[config.mk]
export PLATFORM = sky130hd
export DESIGN_NAME = descent_reference_ramp_core
export DESIGN_NICKNAME = d
export VERILOG_FILES = /design/src/rtl/core/drr_pkg.sv /design/src/rtl/core/drr_cfg.sv /design/src/rtl/core/drr_step.sv /design/src/rtl/core/descent_reference_ramp_core.sv
export SDC_FILE = /design/constraint.sdc
export NUM_CORES = 2
export LEC_CHECK = 0
export BUFFER_PORTS_ARGS = -buffer_cell sky130_fd_sc_hd__buf_2
export CORE_MARGIN = 1
export CORE_UTILIZATION = 45
export DETAILED_ROUTE_END_ITERATION = 6
export GPL_TIMING_DRIVEN = 0
export PLACE_DENSITY = 0.74
export SLEW_MARGIN = 30
export SYNTH_ARGS = -nofsm -noshare
export SYNTH_HDL_FRONTEND = slang
export SYNTH_SLANG_ARGS = --single-unit
[constraint.sdc]
create_clock -name clk -period 10.5 [get_ports clk]
set_clock_uncertainty 0.05 [all_clocks]
set_input_delay 2.1 -clock clk [delete_from_list [all_inputs] [get_ports clk]]
set_output_delay 2.1 -clock clk [all_outputs]
set_load 0.01 [all_outputs]
[src/rtl/core/drr_pkg.sv]
// ----------------------------------------------------------------------------
// drr_pkg: shared types and constants for the descent reference ramp
// Field widths, phase and status codes, register indexes and the structs
// passed between the configuration block, the step logic and the top level.
// ----------------------------------------------------------------------------
`default_nettype none

package drr_pkg;

	localparam int HEIGHT_W  = 24;
	localparam int SHEIGHT_W = 25;
	localparam int RATE_W    = 20;
	localparam int DT_W      = 20;
	localparam int PROD_W    = RATE_W + DT_W;
	localparam int FRAC_W    = 16;
	localparam int STATUS_W  = 3;
	localparam int PHASE_W   = 3;
	localparam int CFG_IDX_W = 2;
	localparam int CFG_DATA_W = 24;
	localparam int IN_DATA_W  = 80;
	localparam int OUT_DATA_W = 56;

	localparam logic [HEIGHT_W-1:0] ENTRY_RST   = 24'd65536;
	localparam logic [RATE_W-1:0]   RATE_RST    = 20'd13107;
	localparam logic [HEIGHT_W-1:0] MIN_RST     = 24'd6554;
	localparam logic [HEIGHT_W-1:0] MAX_ERR_RST = 24'd19661;

	typedef enum logic {
		OP_UPDATE = 1'b0,
		OP_CLEAR  = 1'b1
	} op_t;

	typedef enum logic [STATUS_W-1:0] {
		TD_NONE         = 3'd0,
		TD_CANDIDATE    = 3'd1,
		TD_CONFIRMED    = 3'd2,
		TD_REJECTED     = 3'd3,
		TD_INSUFFICIENT = 3'd4
	} td_status_t;

	typedef enum logic [PHASE_W-1:0] {
		PH_WAITING  = 3'd0,
		PH_PAUSED   = 3'd1,
		PH_TOUCHDOWN = 3'd2,
		PH_RECOVERY = 3'd3,
		PH_CANDIDATE = 3'd4,
		PH_DESCEND  = 3'd5
	} phase_t;

	typedef enum logic [CFG_IDX_W-1:0] {
		CFG_ENTRY_HEIGHT = 2'd0,
		CFG_DESCENT_RATE = 2'd1,
		CFG_MIN_HEIGHT   = 2'd2,
		CFG_MAX_TRK_ERR  = 2'd3
	} cfg_idx_t;

	typedef struct packed {
		logic [HEIGHT_W-1:0] entry_height;
		logic [RATE_W-1:0]   descent_rate;
		logic [HEIGHT_W-1:0] minimum_height;
		logic [HEIGHT_W-1:0] max_tracking_error;
	} cfg_t;

	typedef struct packed {
		logic                 op;
		logic                 reference_valid;
		logic [SHEIGHT_W-1:0] measured_height;
		logic [SHEIGHT_W-1:0] seed_height;
		logic [DT_W-1:0]      time_step;
		logic                 authorized;
		logic                 window_open;
		logic [STATUS_W-1:0]  td_status;
	} item_t;

	typedef struct packed {
		logic [HEIGHT_W-1:0] ref_height;
		logic                seeded;
		logic                td_latched;
	} ramp_state_t;

	typedef struct packed {
		logic [HEIGHT_W-1:0] height_reference;
		logic [RATE_W-1:0]   descent_velocity;
		phase_t              phase;
		logic                ref_moved;
		logic                candidate_hold;
		logic                confirmed_hold;
		logic                recovery_request;
	} result_t;

endpackage

`default_nettype wire

[src/rtl/core/drr_cfg.sv]
// ----------------------------------------------------------------------------
// drr_cfg: configuration register bank
// Four registers written through the index/data channel, reset to defaults.
// ----------------------------------------------------------------------------
`default_nettype none

module drr_cfg (
	input  wire logic                          clk,
	input  wire logic                          arst_n,
	input  wire logic                          wr_en,
	input  wire logic [drr_pkg::CFG_IDX_W-1:0] wr_index,
	input  wire logic [drr_pkg::CFG_DATA_W-1:0] wr_data,
	output drr_pkg::cfg_t                      cfg
);
	import drr_pkg::*;

	cfg_t cfg_q;

	always_ff @(posedge clk or negedge arst_n) begin
		if (!arst_n) begin
			cfg_q.entry_height       <= ENTRY_RST;
			cfg_q.descent_rate       <= RATE_RST;
			cfg_q.minimum_height     <= MIN_RST;
			cfg_q.max_tracking_error <= MAX_ERR_RST;
		end else if (wr_en) begin
			unique case (cfg_idx_t'(wr_index))
				CFG_ENTRY_HEIGHT: cfg_q.entry_height       <= wr_data[HEIGHT_W-1:0];
				CFG_DESCENT_RATE: cfg_q.descent_rate       <= wr_data[RATE_W-1:0];
				CFG_MIN_HEIGHT:   cfg_q.minimum_height     <= wr_data[HEIGHT_W-1:0];
				CFG_MAX_TRK_ERR:  cfg_q.max_tracking_error <= wr_data[HEIGHT_W-1:0];
				default: ;
			endcase
		end
	end

	assign cfg = cfg_q;

endmodule

`default_nettype wire

[src/rtl/core/drr_step.sv]
// ----------------------------------------------------------------------------
// drr_step: single-item update logic
// Clears the state, or decides the phase in priority order, seeds or ramps
// the reference, and forms the result and next state for one registered item.
// ----------------------------------------------------------------------------
`default_nettype none

module drr_step (
	input  wire drr_pkg::item_t       item,
	input  wire drr_pkg::cfg_t        cfg,
	input  wire drr_pkg::ramp_state_t cur,
	output drr_pkg::ramp_state_t      nxt,
	output logic                      emit,
	output drr_pkg::result_t          res
);
	import drr_pkg::*;

	logic [HEIGHT_W-1:0] meas;
	logic [HEIGHT_W-1:0] seed;
	logic [HEIGHT_W-1:0] seed_clamped;
	logic [HEIGHT_W-1:0] err;
	logic [HEIGHT_W-1:0] room;
	logic [HEIGHT_W-1:0] dec;
	logic [PROD_W-1:0]   prod;
	logic                in_ok;
	logic                seed_step;
	phase_t              phase;
	logic [RATE_W-1:0]   vel;

	assign meas = item.measured_height[HEIGHT_W-1:0];
	assign seed = item.seed_height[HEIGHT_W-1:0];

	// negative heights (sign bit set) and a zero step are dropped
	assign in_ok = item.reference_valid && !item.measured_height[SHEIGHT_W-1]
		&& !item.seed_height[SHEIGHT_W-1] && (item.time_step != '0);

	// if the clamps cross, seeds under the floor get it, others the entry
	assign seed_clamped = (seed < cfg.minimum_height) ? cfg.minimum_height :
		(seed > cfg.entry_height) ? cfg.entry_height : seed;

	assign err  = (meas >= cur.ref_height) ? (meas - cur.ref_height) : (cur.ref_height - meas);
	assign prod = PROD_W'(cfg.descent_rate) * PROD_W'(item.time_step);
	assign dec  = prod[PROD_W-1:FRAC_W];
	assign room = cur.ref_height - cfg.minimum_height;

	always_comb begin
		nxt       = cur;
		emit      = 1'b0;
		seed_step = 1'b0;
		phase     = PH_WAITING;
		vel       = '0;
		if (op_t'(item.op) == OP_CLEAR) begin
			nxt = '0;
		end else if (in_ok) begin
			emit = 1'b1;
			if (!cur.seeded) begin
				seed_step      = 1'b1;
				nxt.ref_height = seed_clamped;
				nxt.seeded     = 1'b1;
				phase          = item.authorized ? PH_PAUSED : PH_WAITING;
			end else if (cur.td_latched || item.td_status == TD_CONFIRMED) begin
				nxt.td_latched = 1'b1;
				phase          = PH_TOUCHDOWN;
			end else if (item.td_status == TD_REJECTED) begin
				phase = PH_RECOVERY;
			end else if (item.td_status == TD_CANDIDATE) begin
				phase = PH_CANDIDATE;
			end else if (!item.authorized) begin
				phase = PH_WAITING;
			end else if (!item.window_open || item.td_status == TD_INSUFFICIENT) begin
				phase = PH_PAUSED;
			end else if (err > cfg.max_tracking_error) begin
				phase = PH_PAUSED;
			end else if (cur.ref_height <= cfg.minimum_height) begin
				nxt.ref_height = cfg.minimum_height;
				phase          = PH_PAUSED;
			end else begin
				nxt.ref_height = (dec >= room) ? cfg.minimum_height : (cur.ref_height - dec);
				phase          = PH_DESCEND;
				vel            = (dec != '0) ? cfg.descent_rate : '0;
			end
		end
	end

	always_comb begin
		res.height_reference  = nxt.ref_height;
		res.descent_velocity  = vel;
		res.phase             = phase;
		res.ref_moved         = !seed_step && (nxt.ref_height != cur.ref_height);
		res.candidate_hold    = (phase == PH_CANDIDATE);
		res.confirmed_hold    = (phase == PH_TOUCHDOWN);
		res.recovery_request  = (phase == PH_RECOVERY);
	end

endmodule

`default_nettype wire

[src/rtl/core/descent_reference_ramp_core.sv]
// ----------------------------------------------------------------------------
// descent_reference_ramp_core: final-descent height reference ramp
// Input register, combinational update logic and an output register.
// ----------------------------------------------------------------------------
// Path: an item is captured in the input register, passes the 20x20 multiply
//   and compare, and its result is held in the output register for m_axis.
// Throughput: one item per cycle unless the receiver stalls the output; the
//   ramp state updates in the same cycle the item leaves the input register.
// Reset: arst_n clears the ramp state and both stages; registers take defaults.
`default_nettype none

module descent_reference_ramp_core (
	input  wire logic                           clk,
	input  wire logic                           arst_n,
	input  wire logic                           s_axis_tvalid,
	output logic                                s_axis_tready,
	// [0] reference_valid, [25:1] measured_height, [50:26] seed_height,
	// [70:51] time_step, [71] authorized, [72] window_open,
	// [75:73] td_status, [79:76] zero
	input  wire logic [drr_pkg::IN_DATA_W-1:0]  s_axis_tdata,
	// [0] op
	input  wire logic                           s_axis_tuser,
	output logic                                m_axis_tvalid,
	input  wire logic                           m_axis_tready,
	// [23:0] height_reference, [43:24] descent_velocity, [46:44] phase,
	// [47] ref_moved, [48] candidate_hold, [49] confirmed_hold,
	// [50] recovery_request, [55:51] zero
	output logic [drr_pkg::OUT_DATA_W-1:0]      m_axis_tdata,
	input  wire logic                           cfg_valid,
	output logic                                cfg_ready,
	input  wire logic [drr_pkg::CFG_IDX_W-1:0]  cfg_index,
	input  wire logic [drr_pkg::CFG_DATA_W-1:0] cfg_data
);
	import drr_pkg::*;

	cfg_t        cfg;
	item_t       item_s1;
	logic        valid_s1;
	ramp_state_t state_q;
	ramp_state_t state_nxt;
	logic        emit;
	result_t     res;
	result_t     res_q;
	logic        out_valid_q;
	logic        advance;
	logic        in_xfer;

	assign cfg_ready = 1'b1;

	drr_cfg u_cfg (
		.clk      (clk),
		.arst_n   (arst_n),
		.wr_en    (cfg_valid),
		.wr_index (cfg_index),
		.wr_data  (cfg_data),
		.cfg      (cfg)
	);

	drr_step u_step (
		.item (item_s1),
		.cfg  (cfg),
		.cur  (state_q),
		.nxt  (state_nxt),
		.emit (emit),
		.res  (res)
	);

	// items that give no result never wait for the output register
	assign advance       = valid_s1 && (!emit || !out_valid_q || m_axis_tready);
	assign s_axis_tready = !valid_s1 || advance;
	assign in_xfer       = s_axis_tvalid && s_axis_tready;

	always_ff @(posedge clk or negedge arst_n) begin
		if (!arst_n) begin
			valid_s1 <= 1'b0;
		end else if (s_axis_tready) begin
			valid_s1 <= s_axis_tvalid;
		end
	end

	always_ff @(posedge clk) begin
		if (in_xfer) begin
			item_s1.op               <= s_axis_tuser;
			item_s1.reference_valid  <= s_axis_tdata[0];
			item_s1.measured_height  <= s_axis_tdata[25:1];
			item_s1.seed_height      <= s_axis_tdata[50:26];
			item_s1.time_step        <= s_axis_tdata[70:51];
			item_s1.authorized       <= s_axis_tdata[71];
			item_s1.window_open      <= s_axis_tdata[72];
			item_s1.td_status        <= s_axis_tdata[75:73];
		end
	end

	always_ff @(posedge clk or negedge arst_n) begin
		if (!arst_n) begin
			state_q <= '0;
		end else if (advance) begin
			state_q <= state_nxt;
		end
	end

	always_ff @(posedge clk or negedge arst_n) begin
		if (!arst_n) begin
			out_valid_q <= 1'b0;
		end else if (advance && emit) begin
			out_valid_q <= 1'b1;
		end else if (m_axis_tready) begin
			out_valid_q <= 1'b0;
		end
	end

	always_ff @(posedge clk) begin
		if (advance && emit) begin
			res_q <= res;
		end
	end

	assign m_axis_tvalid = out_valid_q;
	assign m_axis_tdata  = {5'd0, res_q.recovery_request, res_q.confirmed_hold,
		res_q.candidate_hold, res_q.ref_moved, res_q.phase,
		res_q.descent_velocity, res_q.height_reference};

	a_latch_needs_seed: assert property (@(posedge clk) disable iff (!arst_n)
		state_q.td_latched |-> state_q.seeded)
		else $error("touchdown latched while unseeded");

	a_stalled_item_holds: assert property (@(posedge clk) disable iff (!arst_n)
		valid_s1 && !advance |=> valid_s1 && $stable(item_s1))
		else $error("stalled input stage lost its item");

	a_velocity_only_descending: assert property (@(posedge clk) disable iff (!arst_n)
		out_valid_q && (res_q.descent_velocity != '0) |-> (res_q.phase == PH_DESCEND))
		else $error("velocity reported outside descent");

	a_change_only_moving: assert property (@(posedge clk) disable iff (!arst_n)
		out_valid_q && res_q.ref_moved
		|-> (res_q.phase == PH_DESCEND) || (res_q.phase == PH_PAUSED))
		else $error("reference moved in a holding phase");

endmodule

`default_nettype wire

; Word level (Yosys, flattened, before mapping)
; Cells that the tools add are included.
; W data, S select, Z words.
[totals]
reg_bits = 248
in_bits = 112
elab_cells = 117
[op_classes]
add_sub_neg = 4
mul = 1
order_cmp = 6
eq_ne = 11
muxes = 34
bitwise_logic = 4
n_reduce_logical = 33
[op_table]
columns = op, n
row1 = $mux W24, 12
row2 = $sub A24 B24 Y24, 4
row3 = $mux W26, 2
row4 = $ge A24 B24 Y1, 2
row5 = $gt A24 B24 Y1, 2
row6 = $mul A20 B20 Y40, 1
row7 = $mux W3, 10
row8 = $le A24 B24 Y1, 1
row9 = $lt A24 B24 Y1, 1
row10 = $ne A24 B24 Y1, 1
row11 = $reduce_bool A24 Y1, 1
row12 = $reduce_bool A20 Y1, 1
row13 = $eq A3 B2 Y1 const B, 4
row14 = $reduce_or A11 Y1, 1
row15 = $mux W1, 10
row16 = $reduce_and A2 Y1, 5
row17 = $reduce_bool A2 Y1, 4
row18 = $logic_and A1 B1 Y1, 7
row19 = $logic_not A1 Y1, 7
row20 = $eq A3 B3 Y1 const B, 2
row21 = $logic_or A1 B1 Y1, 5
row22 = $eq A2 B2 Y1 const B, 2
row23 = $not A1 Y1, 4
row24 = $reduce_and A4 Y1, 1
row25 = 3 further kinds, 3

; Longest topological paths before layout
[logic_depth]
depth_word = 15
ltp_mapped = 45

; Modules after synthesis
; From an unflattened synthesis, not the netlist that was laid out.
[unflattened]
cells_unflattened = 3470
area_unflattened_um2 = 32486.2
[modules_own_cells]
columns = module, instances, cells_per_inst, area_per_inst_um2, seq_area_each_um2
row1 = drr_step, 1, 2979, 23438.7, 0.0
row2 = descent_reference_ramp_core, 1, 295, 5549.1, 4544.4
row3 = drr_cfg, 1, 196, 3498.4, 2332.2

; Worst setup path after synthesis
; No wires, ideal clock.
[synth_path]
path_kind = register -> register
startpoint = register u_cfg.cfg_q (netlist bit u_cfg.cfg[56])
endpoint = register res_q (netlist bit m_axis_tdata[47]) (data pin)
setup_ns = 0.276
arrival_time_ns = 9.806
required_ns = 10.174
path_slack_ns = 0.368
path_stages_with_launch = 40
path_buffers = 1
cell_sequence = dfstp_2 > clkbuf_1 > and2_1 > fa_1 > fa_1 > inv_1 > fa_1 > inv_1 > fa_1 > inv_1 > fa_1 > inv_1 > fa_1 > inv_1 > fa_1 > inv_1 > ha_1 > a21o_1 > [... 4 more ...] > ha_1 > nor2b_1 > o21a_1 > o21ai_0 > a21oi_1 > or2_2 > maj3_1 > a211oi_1 > nor4_1 > a2111o_1 > a31oi_1 > o311ai_0 > a41oi_1 > o311a_1 > o2111a_1 > o2111ai_1 > nor3_1 > a41oi_1
[synth_lines]
columns = element, line
row1 = start: declaration, drr_cfg.sv:17  ; cfg_t cfg_q;
row2 = end signal: assignment, descent_reference_ramp_core.sv:114  ; res_q <= res;
row3 = end: declaration, descent_reference_ramp_core.sv:43  ; result_t res_q;

==> results.ini <==
[sta]
fin_worst_hold_slack_ns=0.456
worstMarginPinSlew_ns=1.17
slew_headroom_pct=21.1
rsz0062_at_grt=yes
finalSetupViolCount=1
finalCritPeriodShare_pct=100
max_freq_mhz=95.0
drv_slew=0
setup_ws_ns=-0.0310
finalCriticalPeriod_ns=10.53
hold_viol=0

[floorplanning]
design.die.area_sq_mm=0.0710
io_pins=171
die_h_um=266
start_util_pct=45.6
core_sq_mm=0.0689
die_w_um=266
fp-row-count=96

[logic_synthesis]
yosys.area.top_type=fa_1
yosys_warnings=0
syn_avg_cell_area_sq_um=9.16
synth_edf_count=128
synth_seq_cells=248
ys_top_cells_by_area=fa_1 (21%), ha_1 (13%), edfxtp_1 (12%)
synthDistinctLibCells=99
yosysSeqAreaShare_pct=21.9
netlist_area_sq_mm=0.0315
synthCells=3434
async_flop_share_pct=48.4
synthFlopType=edfxtp_1
synthDominantCellAreaShare_pct=20.5

[detailed_routing]
num_vias=26700
via_per_inst=5.74
drt-initial-drc-count=1939
drc=0
ant_nets=0
first_pass_iters=5
wl_mm=110
wire_per_inst_um=23.7

[critical_path]
worstPathMaxFanout=4
crit_path_end_kind=register
r2r_cells=40
r2r_end=m_axis_tdata[47]
timing.rr.start=u_cfg.cfg[56]
cp.required_ns=10.78
setup.worst_path.start_class=register
slowest_stage=dfstp_2
cp-startpoint=u_cfg.cfg[56]
max_stage_delay_ns=0.65
cp-endpoint=m_axis_tdata[47]
critical_path.most_common_cell=fa_1
rrSetupSlack_ns=-0.03
cp.arrival_ns=10.81
timing.setup.critical_path_class=register to register

[global_routing]
grt_use_met2_pct=51.9
grt-busiest-layer=met2
grt_max_degree=84
antenna_found_initial=2
grt_pass1_vias=27500
grt-ovfl-total=0
grt_first_pass_wirelength_mm=165
use_met3_pct=5.15
grt_use_total_pct=31.2
met1_usage_pct=37.6

[clocking]
cts-root-to-sink-buffers=3
clockRootBuffer=clkbuf_16
cts_made_buffers=30
hold_buffers=0
htree_levels=1
clk_pin_slew_ns=0.06
insertion_delay_ns=0.62
cts_sinks=248
cts_tree=yes

[status]
violations=setup timing
outcome=complete, but fails checks

[flow_run]
maxCapViolations=0

[place]
hpwl_mm=88.4
gp_congestion=1.05
port_buffers=160

[hold_path]
hp-class=register to register

[final_layout]
area_growth_pct=15.5
fillers=6350
drive_above_1_share_pct=16.7
nets=4450
final_core_util_pct=52.7

==> synth_stat cells, types with 58 or more instances <==
cell / instances
nand2_1: 336
clkbuf_1: 151
a21oi_1: 148
xnor2_1: 58
ha_1: 321
a21o_1: 99
o21ai_0: 162
fa_1: 323
inv_1: 520
and2_1: 251
dfrtp_1: 96
edfxtp_1: 128
nor2_1: 144
mux2_2: 81
==> layout make-up <==
cell class	instances	area, sq um	share of cell area, %
clock inverters	18	244	0.671
clock buffers	38	842	2.32
well taps	931	1160	3.20
multi-input cells	2498	22800	62.8
diodes	2	5.00	0.0138
repair buffers	226	1420	3.89
inverters	522	1960	5.39
plain buffers	168	1000	2.76
flip-flops and latches	248	6880	18.9
==> cells by family after synthesis <==
group	count (synthesis)	synth area share, %
compound gates	674	14.4
buf+inv	692	8.40
fa+ha+maj	648	33.4
simple gates	961	15.2
flops	248	21.9
mux	126	4.33
xor+xnor	83	2.39
other cells	2	0.0239
==> per-layer routing <==
layer,routed length [um],up-vias
met5,18,-
met3,8160,342
li1,-,12100
met4,8490,2
met1,42300,13100
met2,51200,1230
==> how the worst min path moves through the flow <==
stage / from / endpoint / slack (ns) / depth (start not counted)
finish: u_cfg.cfg[9] / u_cfg.cfg[9] / 0.46 / 1
global placement: u_cfg.cfg[20] / u_cfg.cfg[20] / 0.44 / 1
global route: u_cfg.cfg[23] / u_cfg.cfg[23] / 0.47 / 1
detailed placement: u_cfg.cfg[8] / u_cfg.cfg[8] / 0.44 / 1
floorplan: valid_s1 / state_q[1] / 0.42 / 1
CTS: u_cfg.cfg[8] / u_cfg.cfg[8] / 0.46 / 1
==> through the flow <==
step	TNS (ns)	instances	setup WS, ns	instance area, sq um
2_1_floorplan	0	3438	0.368	31500
6_report	-0.0310	4651	-0.0310	36300
4_1_cts	0	4617	0.00598	35600
3_5_place_dp	-50.99	4535	-2.31	33600
3_3_place_gp	-49.75	4529	-2.38	33400
5_1_grt	-0.907	4649	-0.306	36300
==> state kept, by name, summed over array words and instances (netlist names) <==
| register | flops |
|---|---|
| valid_s1 | 1 |
| item_s1 | 77 |
| m_axis_tdata | 51 |
| state_q | 26 |
| u_cfg.cfg | 92 |
| m_axis_tvalid | 1 |
==> worst max-delay path, delay by kind of cell (launching register included) <==
family / cells / cell delay, ns
XOR/XNOR: 1 / 0.23
flip-flops: 1 / 0.65
adder cells (fa/ha/maj): 10 / 4.35
buffers and inverters: 8 / 0.63
AO/OA/AOI/OAI: 12 / 2.75
AND/OR/NAND/NOR: 9 / 1.54
==> repair_timing <==
item / 4_1_cts / 5_1_grt
setup endpoints to repair: 69 / 15
pin swaps: 37 / 78
gates resized for setup: 189 / 136
setup buffers: 27 / 33
==> placed cells by master (no fill, tap or decap), types with 12 or more instances in the layout <==
master	Yosys	layout
nor2b_1	16	15
nand4_1	35	35
inv_1	520	516
fa_1	323	318
a211oi_1	30	22
clkbuf_1	151	87
nor4_1	20	16
nand2_1	336	335
a21o_1	99	99
o211ai_1	19	19
a21oi_2	1	14
buf_4	9	69
mux2i_1	45	42
ha_1	321	313
o21bai_1	20	19
o21ai_0	162	144
a211o_1	17	15
nand2b_1	23	22
a31oi_1	24	20
dfrtp_1	96	92
buf_2	4	167
dfstp_2	24	24
mux2_2	81	81
clkbuf_2	0	31
edfxtp_1	128	128
xor2_1	23	18
and2_1	251	246
xnor2_1	58	51
nor3_1	41	40
nor2_1	144	139
clkbuf_16	0	36
nand3_1	43	38
a21oi_1	148	132
o21ai_1	3	12
and3_1	13	12
Power is not shown: default switching activity piles up to over one toggle a cycle in this logic, so the estimate is an artifact.
